**src/sv/sale_pkg.sv**
```systemverilog
// Shared types and constants for the shift array list engine.
// Depends on nothing; sale_cell, sale_ctrl and the top level use it through scoped names.
package sale_pkg;

    localparam int DEPTH    = 128;
    localparam int IDX_W    = (DEPTH > 1) ? $clog2(DEPTH) : 1;
    localparam int CNT_W    = IDX_W + 1;
    localparam int WORD_W   = 32;
    localparam int POS_W    = 16;
    localparam int KIND_W   = 3;
    localparam int STAT_W   = 3;
    localparam int FOUND_W  = 7;
    localparam int COUNT_W  = 8;

    localparam logic [KIND_W-1:0] K_PUSH    = 3'd0;
    localparam logic [KIND_W-1:0] K_INSERT  = 3'd1;
    localparam logic [KIND_W-1:0] K_DEL_POS = 3'd2;
    localparam logic [KIND_W-1:0] K_DEL_VAL = 3'd3;
    localparam logic [KIND_W-1:0] K_READ    = 3'd4;

    localparam logic [STAT_W-1:0] ST_OK       = 3'd0;
    localparam logic [STAT_W-1:0] ST_CLAMPED  = 3'd1;
    localparam logic [STAT_W-1:0] ST_INVALID  = 3'd2;
    localparam logic [STAT_W-1:0] ST_NOTFOUND = 3'd3;
    localparam logic [STAT_W-1:0] ST_FULL     = 3'd4;

    typedef logic [DEPTH-1:0][WORD_W-1:0] t_word_row;

    typedef struct packed {
        logic              we;
        logic              ins;
        logic              del;
        logic              use_mask;
        logic [IDX_W-1:0]  at;
        logic [WORD_W-1:0] value;
        logic [CNT_W-1:0]  count;
    } t_cell_ctl;

    typedef struct packed {
        logic              ins;
        logic              del_pos;
        logic              del_val;
        logic [IDX_W-1:0]  at;
        logic [STAT_W-1:0] status;
        logic [WORD_W-1:0] rd;
    } t_plan;

endpackage

```
**src/sv/sale_cell.sv**
```systemverilog
// One storage cell of the list: holds a word, shifts from its neighbors, flags a match.
// Depends on sale_pkg.
module sale_cell (
    input  logic                          i_clk,
    input  logic                          i_rst_n,
    input  sale_pkg::t_cell_ctl           i_ctl,
    input  logic [sale_pkg::IDX_W-1:0]    i_idx,
    input  logic [sale_pkg::WORD_W-1:0]   i_left,
    input  logic [sale_pkg::WORD_W-1:0]   i_right,
    input  logic                          i_ge,
    output logic [sale_pkg::WORD_W-1:0]   o_word,
    output logic                          o_match
);

    logic [sale_pkg::WORD_W-1:0] r_word;
    logic [sale_pkg::WORD_W-1:0] n_word;
    logic                        r_match;
    logic                        ge_sel;

    always_comb begin
        ge_sel = i_ctl.use_mask ? i_ge : (i_idx >= i_ctl.at);
        n_word = r_word;
        if (i_ctl.we) begin
            if (i_ctl.ins) begin
                if (i_idx > i_ctl.at) begin
                    n_word = i_left;
                end else if (i_idx == i_ctl.at) begin
                    n_word = i_ctl.value;
                end
            end else if (i_ctl.del && ge_sel) begin
                n_word = i_right;
            end
        end
    end

    always_ff @(posedge i_clk) begin
        if (!i_rst_n) begin
            r_word  <= '0;
            r_match <= 1'b0;
        end else begin
            r_word  <= n_word;
            r_match <= (r_word == i_ctl.value) && ({1'b0, i_idx} < i_ctl.count);
        end
    end

    assign o_word  = r_word;
    assign o_match = r_match;

endmodule

```
**config.mk**
```make
export PLATFORM = sky130hd
export DESIGN_NAME = sale_cell
export DESIGN_NICKNAME = d
export VERILOG_FILES = /design/src/sv/sale_pkg.sv /design/src/sv/sale_cell.sv
export SDC_FILE = /design/constraint.sdc
export NUM_CORES = 1
export LEC_CHECK = 0
export BUFFER_PORTS_ARGS = -buffer_cell sky130_fd_sc_hd__buf_2
export CAP_MARGIN = 40
export CELL_PAD_IN_SITES_DETAIL_PLACEMENT = 0
export CELL_PAD_IN_SITES_GLOBAL_PLACEMENT = 1
export CORE_MARGIN = 2
export CORE_UTILIZATION = 37
export CTS_BUF_LIST = sky130_fd_sc_hd__clkbuf_2 sky130_fd_sc_hd__clkbuf_4 sky130_fd_sc_hd__clkbuf_8
export DETAILED_ROUTE_END_ITERATION = 10
export GPL_TIMING_DRIVEN = 0
export PLACE_DENSITY_LB_ADDON = 0.1
export SLEW_MARGIN = 20
export SYNTH_ARGS = -nofsm -noshare
export SYNTH_HDL_FRONTEND = slang
export SYNTH_SLANG_ARGS = --single-unit
```
**constraint.sdc**
```tcl
create_clock -name i_clk -period 3.8 [get_ports i_clk]
set_input_delay 0.38 -clock i_clk [delete_from_list [all_inputs] [get_ports i_clk]]
set_output_delay 0.38 -clock i_clk [all_outputs]
set_load 0.05 [all_outputs]
```
# --- After elaboration in Yosys (flattened, before gate mapping) ---
# Index checks and enable logic that the tools add are counted.
totals:
  register_bits: 33
  input_bits: 125
op_classes:
  order_cmp: 3
  n_eq_ne: 3
  mux: 5
  n_reduce_logical: 4
ops:
  columns: ["cell", "count"]
  rows:
  - ["$mux W32", 4]
  - ["$eq A32 B32 Y1", 1]
  - ["$lt A7 B8 Y1", 1]
  - ["$eq A7 B7 Y1", 1]
  - ["$ge A7 B7 Y1", 1]
  - ["$gt A7 B7 Y1", 1]
  - ["$ne A3 B1 Y1 const B", 1]
  - ["$reduce_and A3 Y1", 1]
  - ["$logic_and A1 B1 Y1", 2]
  - ["$reduce_bool A2 Y1", 1]
  - ["$mux W1", 1]

# --- Longest topological paths before layout ---
# Gate-level depths: netlist of run 1.
depth:
  word_depth: 5
  mapped_depth: 8
  ltp_nobuf: 7

# --- Worst setup path before layout of run 1 ---
# No wires, ideal clock.
synth_path:
  path_kind: "in2reg"
  from: "input i_ctl[41] (netlist bit)"
  to: "register r_word (netlist bit o_word[0])"
  setup_time_ns: 0.135
  arrival_ns: 1.804
  required_time_ns: 3.665
  setup_slack_ns: 1.862
  stages: 8
  path_buffers: 1
  cell_sequence: "inv_1 > ha_1 > nand3_1 > a21boi_1 > buf_2 > a211oi_1 > a211oi_1 > o221ai_1"
synth_between:
  elab_chain_len: 5
  word_cells_on_any_way: 10
  classes_between: "order compare (2); eq/ne (2); mux (3); reduce/logical (3)"
synth_lines:
  columns: ["item", "line_no", "source"]
  rows:
  - ["start: declaration", "sale_cell.sv:6", "input sale_pkg::t_cell_ctl i_ctl,"]
  - ["$ge A7 B7 Y1", "sale_cell.sv:21", "ge_sel = i_ctl.use_mask ? i_ge : (i_idx >= i_ctl.at);"]
  - ["$mux W1", "sale_cell.sv:21", null]
  - ["$logic_and A1 B1 Y1", "sale_cell.sv:30", "end else if (i_ctl.del && ge_sel) begin"]
  - ["$reduce_bool A2 Y1 (no line)", null, null]
  - ["$reduce_and A3 Y1 (no line)", null, null]
  - ["end signal: assignment", "sale_cell.sv:41", "r_word <= n_word;"]
  - ["end: declaration", "sale_cell.sv:15", "logic [sale_pkg::WORD_W-1:0] r_word;"]
# Several ways; a longest one is shown, not always the timed one.
# A chain may end at the register's enable or synchronous reset.

# --- Worst setup path after layout of run 1 ---
layout_path:
  from: "input i_ctl[46] (netlist bit)"
  to: "register r_word (netlist bit o_word[21])"
# The elaborated chain is that of the path after synthesis.

==> results of run 1 <==
sequential cells by signal, indices dropped and copies added (netlist names):
register  cells
o_word       32
o_match       1
cells in the mapped netlist:
library cell  instances  area share, %
a211o_1               1           0.26
a211oi_1             64             14
a211oi_2              1           0.37
a21boi_0              1           0.22
a21boi_1              1           0.22
a21o_1                3           0.66
a21oi_1               3           0.44
a21oi_2               1           0.26
a31oi_1               1           0.18
and2_1               32            5.9
buf_1                 1           0.11
buf_2                18            2.6
clkbuf_1             24            2.6
dfxtp_1              33             19
ha_1                 13            4.8
inv_1                16            1.8
nand2_1              33            3.6
nand2b_1              3           0.55
nand3_1               2           0.29
nand3b_1             32            7.1
nand4_1               8            1.5
nand4_2               2           0.74
nor2_1                3           0.33
nor2_4                2           0.66
nor2b_1              34            6.3
nor3_1                1           0.15
nor4_1                3           0.55
o2111a_1              1           0.33
o211ai_1             32            7.1
o21ai_1               3           0.44
o221ai_1             32            8.2
xnor2_1              22            5.7
xor2_1               10            2.6
where the power goes:
group	leakage (uW)	switching, uW	internal, uW
registers	0.000269	27.5	373
logic	0.00164	354	197
clock network	0.0000574	156	214
total	0.00197	538	784
cells by family after synthesis:
family | count (synthesis)
buffers and inverters | 59
XOR/XNOR | 32
flip-flops | 33
AND/OR/NAND/NOR | 155
adder cells (fa/ha/maj) | 13
AO/OA/AOI/OAI | 144
worst max-delay path, cell delays in order:
cell and delay [ps]:
buf_2 70, inv_1 30, ha_1 330, a21oi_2 330, o21ai_1 190, a211oi_2 430, clkbuf_1 470, o211ai_1 160
o221ai_1 110
cell type report:
class | instances | area, um2
Fill cell | 923 | 4363
Multi-Input combinational cell | 344 | 2497
Timing Repair Buffer | 157 | 785.8
Sequential cell | 33 | 660.6
Buffer | 43 | 183.9
Tap cell | 108 | 135.1
Clock buffer | 6 | 82.58
Inverter | 16 | 60.06
Clock inverter | 2 | 37.54
per-stage QoR:
stage	area, um2	power (uW)	setup WS (ps)
6_report	4443	1321	1508
5_1_grt	4443	1384	1414
4_1_cts	4443	1320	1549
3_5_place_dp	4323	952.7	1265
3_3_place_gp	4323	947.8	1265
2_1_floorplan	3402	756.2	1862
routing by layer:
layer  up-vias  wire, um  global-route usage [%]
met1      1916      5949                   34.43
met2       202      6127                   42.88
met3        20       980                   4.596
met4         0       221                   6.849
li1       1977         -                       -
met5         -         0                       0
worst paths after layout:
path	end	slack (ps)	cells after the start	start
worst max-delay path	o_word[21]$_SDFFE_PN0P_	1510	9	i_ctl[46]
worst min-delay path	o_word[0]$_SDFFE_PN0P_	400	3	i_right[0]
worst max register to register	o_match$_SDFF_PN0_	2210	5	o_word[6]$_SDFFE_PN0P_
worst min register to register	o_word[7]$_SDFFE_PN0P_	570	2	o_word[7]$_SDFFE_PN0P_
==> impl_metrics.tcl, run 1 <==
set metrics [dict create \
    slew_viol_final 0 \
    fp.dieW_um 99.89 \
    hpwlAfterDp_um 9782 \
    layout_commonest_cell "buf_2" \
    critical_path_arrival_ps 2510 \
    viasPerCell 5.804 \
    grt_overflow 0 \
    initial_core_util_pct 38.63 \
    layout.cells.non_filler 709 \
    cp.required_ps 4020 \
    syn_area_mm2 0.003402 \
    grt.total_usage_pct 25.75 \
    grt_pass1_vias 4094 \
    rsz0062_at_grt "no" \
    syn_avg_cell_area_um2 7.803 \
    cts_buffers 5 \
    ys_seq_elements 33 \
    post-route-period-util_pct 60.32 \
    die_h_um 99.89 \
    hp-class "in2reg" \
    timing.fmax_ghz 0.4363 \
    antenna_found_initial 0 \
    synthAdderAreaFrac_pct 4.781 \
    syn_inst 436 \
    synthXorXnorAreaFrac_pct 8.238 \
    num_vias 4115 \
    synth-simple-area-share_pct 27.58 \
    final_cell_mix "buf_2, a211oi_1, nor2b_1" \
    ys_types 33 \
    num_antenna_cells 0 \
    portBuffers 157 \
    core.rowCount 34 \
    finalHoldViolations 0 \
    routabilityCongestion 0.8286 \
    setup_viol 0 \
    status "finished clean" \
    cts.reportedPaths.clkPinSlew_ps 90 \
    synth_top_family_by_area "compound AO/OA/AOI/OAI gates" \
    dr.pass1.iters 5 \
    critPathCaptureType "register" \
    syn-num-nets 574 \
    placed_cells 701 \
    nets 738 \
    synth_compound_area_share_pct 32.81 \
    cts_max_level 2 \
    cts_resized 0 \
    layout-drive-gt1-share_pct 31.45 \
    io_pins 158 \
    cts_buffer_depth 2 \
    vdd_drop_max_uv 206.3 \
    synth_warnings 0 \
    max_slew_margin_pct 59.75 \
    tns_ps 0 \
    dr.first_iter.drc_count 227 \
    drc 0 \
    wl_per_cell_um 18.73 \
    leakagePower_uw 0.001970 \
    start_kind "input pin" \
    cts.sinks 33 \
    synthMuxAreaShare_pct 0 \
    hold_buffers 0 \
    fin_skew_ps 12.60 \
    cts_tree "built" \
    insertion_delay_ps 300 \
    power_density_mw_per_mm2 297.4 \
    post_cts_buffers 0 \
    max_slew.worst_pin.slew_ps 603.8 \
    seq_area_frac_synth_pct 19.42 \
    grt_pass1_wl_um 20470 \
    crit_fanout 10 \
    root_buffer "clkbuf_8" \
    ant_nets 0 \
    grt_max_degree 12 \
    fin_crit_ps 2292 \
    fin_util_pct 50.45 \
    path_class "in2reg" \
    wl_um 13280 \
    fin_hold_ws_ps 404.9 \
    die_area_mm2 0.009978 \
    drv_cap 0 \
    core_mm2 0.008806 \
    area_delta_synth_final_pct 30.60 \
]
No activity file was read; power rests on OpenSTA's default activity.
==> run 2, diff against run 1 <==
--- a/config.mk
+++ b/config.mk
@@ -10,7 +10,7 @@
 export CELL_PAD_IN_SITES_DETAIL_PLACEMENT = 0
 export CELL_PAD_IN_SITES_GLOBAL_PLACEMENT = 1
 export CORE_MARGIN = 2
-export CORE_UTILIZATION = 37
+export CORE_UTILIZATION = 31
 export CTS_BUF_LIST = sky130_fd_sc_hd__clkbuf_2 sky130_fd_sc_hd__clkbuf_4 sky130_fd_sc_hd__clkbuf_8
 export DETAILED_ROUTE_END_ITERATION = 10
 export GPL_TIMING_DRIVEN = 0
==> constraint.sdc (replaced) <==
create_clock -name i_clk -period 1.9 [get_ports i_clk]
set_input_delay 0.19 -clock i_clk [delete_from_list [all_inputs] [get_ports i_clk]]
set_output_delay 0.19 -clock i_clk [all_outputs]
set_load 0.05 [all_outputs]
==> run 2 against run 1 <==
Against the previous run:
- critical path depth shrank 1
- worst setup slack lost 1400 ps
- global-route usage down 2.2 points
- hold slack worse by 200 ps
- design area rose by 3.4%
- die area is 19% higher
- sequential power rose by 99%
- sequential share of layout area decreased by 0.49 points
- clock skew grew 3.9 ps
- routed wire length grew 7.7%
- critical endpoint is now o_word[8]$_SDFFE_PN0P_
- largest power group unchanged
==> impl_metrics.tcl, run 2 (synthesis results as in run 1) <==
set metrics [dict create \
    status "finished clean" \
    core_mm2 0.01079 \
    fp.dieW_um 108.8 \
    grt_overflow 0 \
    hold_buffers 0 \
    tns_ps 0 \
    antenna_found_initial 1 \
    nets 740 \
    slew_viol_final 0 \
    final_cell_mix "buf_2, a211oi_1, nor2b_1" \
    start_kind "input pin" \
    worstReg2RegStart "o_word[4]$_SDFFE_PN0P_" \
    netSwitchingFraction_pct 40.75 \
    power_density_mw_per_mm2 591.4 \
    pwr-share-clk_pct 28.0 \
    finalHoldViolations 0 \
    path_class "in2reg" \
    regArea_um2 660.6 \
    routabilityCongestion 0.8187 \
    insertion_delay_ps 310 \
    min_to "o_word[1]$_SDFFE_PN0P_" \
    cts.reportedPaths.clkPinSlew_ps 90 \
    cp-startpoint "i_idx[6]" \
    cts_tree "built" \
    combPwrFrac_pct 42.6 \
    largest_register_ffs 32 \
    holdPathStages 3 \
    multi_input_area_mm2 0.002565 \
    reg2reg_to "o_match$_SDFF_PN0_" \
    fin_hold_ws_ps 206.4 \
    rrSetupSlack_ps 230 \
    grt_max_degree 11 \
    power_switching_uw 1108 \
    post_dp_cell_area_mm2 0.004363 \
    path_common_cell "buf_2" \
    worstHoldStart "i_right[1]" \
    cts_buffer_depth 2 \
    cts_max_level 2 \
    p_int_uw 1610 \
    dr.first_iter.drc_count 210 \
    layout_commonest_cell "buf_2" \
    ant_nets 0 \
    wl_um 14310 \
    grt.total_usage_pct 23.58 \
    slowest_stage "ha_1" \
    die_h_um 108.8 \
    power_frac_seq_pct 29.4 \
    path_cells "buf_2 -> ha_1 -> nand4_4 -> nor2_4 -> a211o_1 -> nand4_2 -> buf_2 -> o221ai_1" \
    critPathCaptureType "register" \
    setup_viol 0 \
    wl_per_cell_um 19.23 \
    hpwlAfterDp_um 10390 \
    fin_skew_ps 16.45 \
    leakagePower_uw 0.002030 \
    num_vias 4083 \
    worst-r2r-cell-count 5 \
    max_slew_margin_pct 60.92 \
    root_buffer "clkbuf_8" \
    max_slew.worst_pin.slew_ps 586.1 \
    cp.required_ps 2120 \
    die_area_mm2 0.01183 \
    vdd_drop_max_uv 259.5 \
    viasPerCell 5.488 \
    fin_crit_ps 1814 \
    critical_path.max_stage_delay_ps 390 \
    drc 0 \
    timing.fmax_ghz 0.5514 \
    crit_fanout 10 \
    post-route-period-util_pct 95.45 \
    core.rowCount 38 \
    hp-class "in2reg" \
    critical_path_arrival_ps 2030 \
    area_delta_synth_final_pct 35.09 \
    cts.sinks 33 \
    portBuffers 157 \
    layout-drive-gt1-share_pct 34.16 \
    fill_cells 1135 \
    cts_buffers 5 \
    rsz0062_at_grt "no" \
    io_pins 158 \
    grt_pass1_wl_um 21070 \
    fin_area_mm2 0.004596 \
    grt_pass1_vias 3915 \
    dr.pass1.iters 5 \
    initial_core_util_pct 31.52 \
    drv_cap 0 \
]
## run 2: changes by cell type in the layout (fill, tap and decap cells not counted), moves of 2 or more
cell and delta:
a211oi_1 -3, a211oi_2 +2, buf_2 -8, buf_4 +5, clkbuf_1 -8, clkbuf_2 +6, clkbuf_4 +7, nor2_2 +2
## run 2: worst max path at each step
stage | cells past startpoint | slack (ps) | to
after global routing | 9 | 0.5 | o_word[29]$_SDFFE_PN0P_
after global placement | 9 | -460 | o_word[2]$_SDFFE_PN0P_
final | 8 | 90 | o_word[8]$_SDFFE_PN0P_
after CTS | 9 | 20 | o_word[12]$_SDFFE_PN0P_
after detailed placement | 9 | -550 | o_word[29]$_SDFFE_PN0P_
after floorplan | 8 | 150 | o_word[25]$_SDFFE_PN0P_
## run 2: layout make-up
type / count / area share, %
diodes: 1 / 0.05445
plain buffers: 41 / 4.438
clock buffers: 7 / 1.960
clock inverters: 1 / 0.6534
inverters: 16 / 1.307
multi-input cells: 345 / 55.81
flip-flops and latches: 33 / 14.38
well taps: 140 / 3.812
repair buffers: 160 / 17.59
## run 2: power groups by stage
| stage | sequential (uW) | combinational, uW | clock (uW) |
|---|---|---|---|
| 3_3_place_gp | 814 | 1100 | 0 |
| 5_1_grt | 807 | 1250 | 800 |
| 3_5_place_dp | 815 | 1100 | 0 |
| 6_report | 799 | 1160 | 761 |
| 4_1_cts | 799 | 1120 | 771 |
| 2_1_floorplan | 994 | 519 | 0 |
## run 2: metrics by stage
stage | utilization [%] | total power (uW) | cells | setup slack, ps
2_1_floorplan | - | 1512 | 436 | 151.9
6_report | 42.58 | 2718 | 744 | 86.42
3_5_place_dp | 40.42 | 1920 | 733 | -553.5
5_1_grt | 42.58 | 2852 | 744 | 0.4663
3_3_place_gp | 40.42 | 1913 | 733 | -458.1
4_1_cts | 41.78 | 2692 | 741 | 16.13
## run 2: routing by layer
| layer | vias up | global-route usage [%] | share of wire [%] |
|---|---|---|---|
| met4 | 0 | 8.242 | 2.1 |
| met3 | 17 | 3.288 | 6.6 |
| met2 | 168 | 37.77 | 46 |
| li1 | 1984 | - | - |
| met5 | - | 0 | 0 |
| met1 | 1914 | 32.34 | 45 |
## run 2: repair_timing
item | CTS | global route
setup endpoints to repair | 30 | 30
cloned | 0 | 1
resized for setup | 9 | 18
pin swaps | 1 | 3
setup buffers | 0 | 3
## run 2: critical path: cells and delay by family
family          cells  cell delay [ps]
simple gates        3              650
compound gates      2              420
fa+ha+maj           1              390
buf+inv             2              370
==> run 3, diff against run 2 <==
--- a/config.mk
+++ b/config.mk
@@ -5,6 +5,7 @@
 export SDC_FILE = /design/constraint.sdc
 export NUM_CORES = 1
 export LEC_CHECK = 0
+export ABC_CLOCK_PERIOD_IN_PS = 1900
 export BUFFER_PORTS_ARGS = -buffer_cell sky130_fd_sc_hd__buf_2
 export CAP_MARGIN = 40
 export CELL_PAD_IN_SITES_DETAIL_PLACEMENT = 0
@@ -14,7 +15,7 @@
 export CTS_BUF_LIST = sky130_fd_sc_hd__clkbuf_2 sky130_fd_sc_hd__clkbuf_4 sky130_fd_sc_hd__clkbuf_8
 export DETAILED_ROUTE_END_ITERATION = 10
 export GPL_TIMING_DRIVEN = 0
-export PLACE_DENSITY_LB_ADDON = 0.1
+export PLACE_DENSITY = 0.82
 export SLEW_MARGIN = 20
 export SYNTH_ARGS = -nofsm -noshare
 export SYNTH_HDL_FRONTEND = slang
==> run 3 against run 2 <==
Against the previous run:
- global-route usage increased by 0.066 points
- sequential power about the same
- critical path depth increased by 1
- sequential share of layout area about the same
- sequential cell count unchanged
- clock skew decreased by 3.0 ps
- first-iteration DRC count increased by 40%
- core utilization increased by 0.13 points
- highest routed layer unchanged
==> impl_metrics.tcl, run 3 (synthesis results as in run 1) <==
set metrics [dict create \
    cts_buffer_depth 2 \
    rsz0062_at_grt "yes" \
    core_mm2 0.01079 \
    grt.total_usage_pct 23.65 \
    nets 744 \
    cts_max_level 2 \
    power_density_mw_per_mm2 552.5 \
    pwr-share-clk_pct 23.1 \
    hpwlAfterDp_um 10700 \
    core.rowCount 38 \
    dr.max_layer_used "met4" \
    cts.sinks 33 \
    route.met2.wl_um 6476 \
    layout_commonest_cell "buf_2" \
    grt_pass1_wl_um 21620 \
    worstHoldStart "i_right[0]" \
    cp-startpoint "i_ctl[46]" \
    tns_ps 0 \
    fin_crit_ps 1812 \
    largest_register_ffs 32 \
    setup_viol 0 \
    cts_buffers 5 \
    holdPathStages 3 \
    die_h_um 108.8 \
    start_kind "input pin" \
    grt_pass1_vias 4093 \
    hp-class "in2reg" \
    initial_core_util_pct 31.52 \
    route.met3.wl_um 1233 \
    crit_fanout 10 \
    portBuffers 157 \
    viasPerCell 5.660 \
    die_area_mm2 0.01183 \
    combPwrFrac_pct 45.4 \
    worst-r2r-cell-count 5 \
    slew_viol_final 0 \
    antenna_found_initial 1 \
    grt_overflow 0 \
    ant_nets 0 \
    critical_path_arrival_ps 2030 \
    wl_per_cell_um 18.93 \
    fin_hold_ws_ps 220.6 \
    fin_skew_ps 13.41 \
    post-route-period-util_pct 95.38 \
    max_slew_margin_pct 55.81 \
    netSwitchingFraction_pct 42.09 \
    rrSetupSlack_ps 340 \
    cp.required_ps 2120 \
    p_int_uw 1475 \
    path_class "in2reg" \
    wl_um 14160 \
    status "finished clean" \
    area_delta_synth_final_pct 35.49 \
    leakagePower_uw 0.002051 \
    worstReg2RegStart "o_word[21]$_SDFFE_PN0P_" \
    routabilityCongestion 0.9109 \
    power_switching_uw 1072 \
    cts_tree "built" \
    vdd_drop_max_uv 270.5 \
    max_slew.worst_pin.slew_ps 662.9 \
    layout-drive-gt1-share_pct 34.32 \
    grt_max_degree 11 \
    insertion_delay_ps 290 \
    fp.dieW_um 108.8 \
    drc 0 \
    cts.reportedPaths.clkPinSlew_ps 80 \
    power_frac_seq_pct 31.5 \
    critPathCaptureType "register" \
    num_vias 4234 \
    finalHoldViolations 0 \
    io_pins 158 \
    root_buffer "clkbuf_8" \
    final_cell_mix "buf_2, a211oi_1, nor2b_1" \
    dr.first_iter.drc_count 294 \
    drv_cap 0 \
    timing.fmax_ghz 0.5518 \
    met1Wirelength_um 6158 \
    dr.pass1.iters 5 \
]
[run 3: cell types whose count changed in the layout (fill, tap and decap cells not counted), sizes merged]
cell,before,now
clkbuf,35,38
buf,173,175
bufinv,1,0
diode,1,2
nor2,6,5
[run 3: path summary, 6_finish.rpt]
kind                             to
min          o_word[0]$_SDFFE_PN0P_
max          o_word[6]$_SDFFE_PN0P_
min reg2reg  o_word[2]$_SDFFE_PN0P_
max reg2reg      o_match$_SDFF_PN0_
[run 3: repair_timing]
| item | CTS | global route |
|---|---|---|
| pin swaps | 0 | 4 |
| hold buffers | 0 | 0 |
| gates resized for setup | 8 | 27 |
| endpoints found under the setup margin | 31 | 31 |
| setup buffers | 0 | 6 |
[run 3: through the flow]
| step | instances | power [uW] | cell area (um2) | setup WS (ps) | util (%) |
|---|---|---|---|---|---|
| 4_1_cts | 740 | 2502 | 4481 | 11.73 | 41.51 |
| 3_5_place_dp | 733 | 1911 | 4363 | -520.0 | 40.42 |
| 6_report | 748 | 2547 | 4609 | 87.83 | 42.71 |
| 5_1_grt | 746 | 2659 | 4604 | -36.92 | 42.66 |
| 3_3_place_gp | 733 | 1896 | 4363 | -516.3 | 40.42 |
| 2_1_floorplan | 436 | 1512 | 3402 | 151.9 | - |
[run 3: metal layers]
metal | track usage (%) | vias up
li1 | - | 1994
met3 | 4.722 | 28
met4 | 5.952 | 0
met2 | 37.95 | 227
met5 | 0 | -
met1 | 32.42 | 1985
[run 3: area by class of cell]
cell class / count / area [um2]
Timing Repair Buffer: 163 / 855.8
Fill cell: 1151 / 6183
Multi-Input combinational cell: 344 / 2544
Sequential cell: 33 / 660.6
Tap cell: 140 / 175.2
Antenna cell: 2 / 5.005
Buffer: 43 / 219.0
Inverter: 16 / 60.06
Clock buffer: 7 / 90.09
[run 3: power by group through the flow]
stage / Combinational [uW] / Clock (uW) / Sequential (uW)
2_1_floorplan: 519 / 0 / 994
3_3_place_gp: 1080 / 0 / 815
3_5_place_dp: 1090 / 0 / 816
4_1_cts: 1110 / 589 / 800
5_1_grt: 1250 / 603 / 808
6_report: 1160 / 589 / 801
[run 3: worst max-delay path, cell delays in order]
cell      delay, ps
buf_2            70
inv_1            40
ha_1            370
nand4_2         200
nor2_4          270
a21o_1          290
buf_2           280
a211oi_1        130
o221ai_1        190
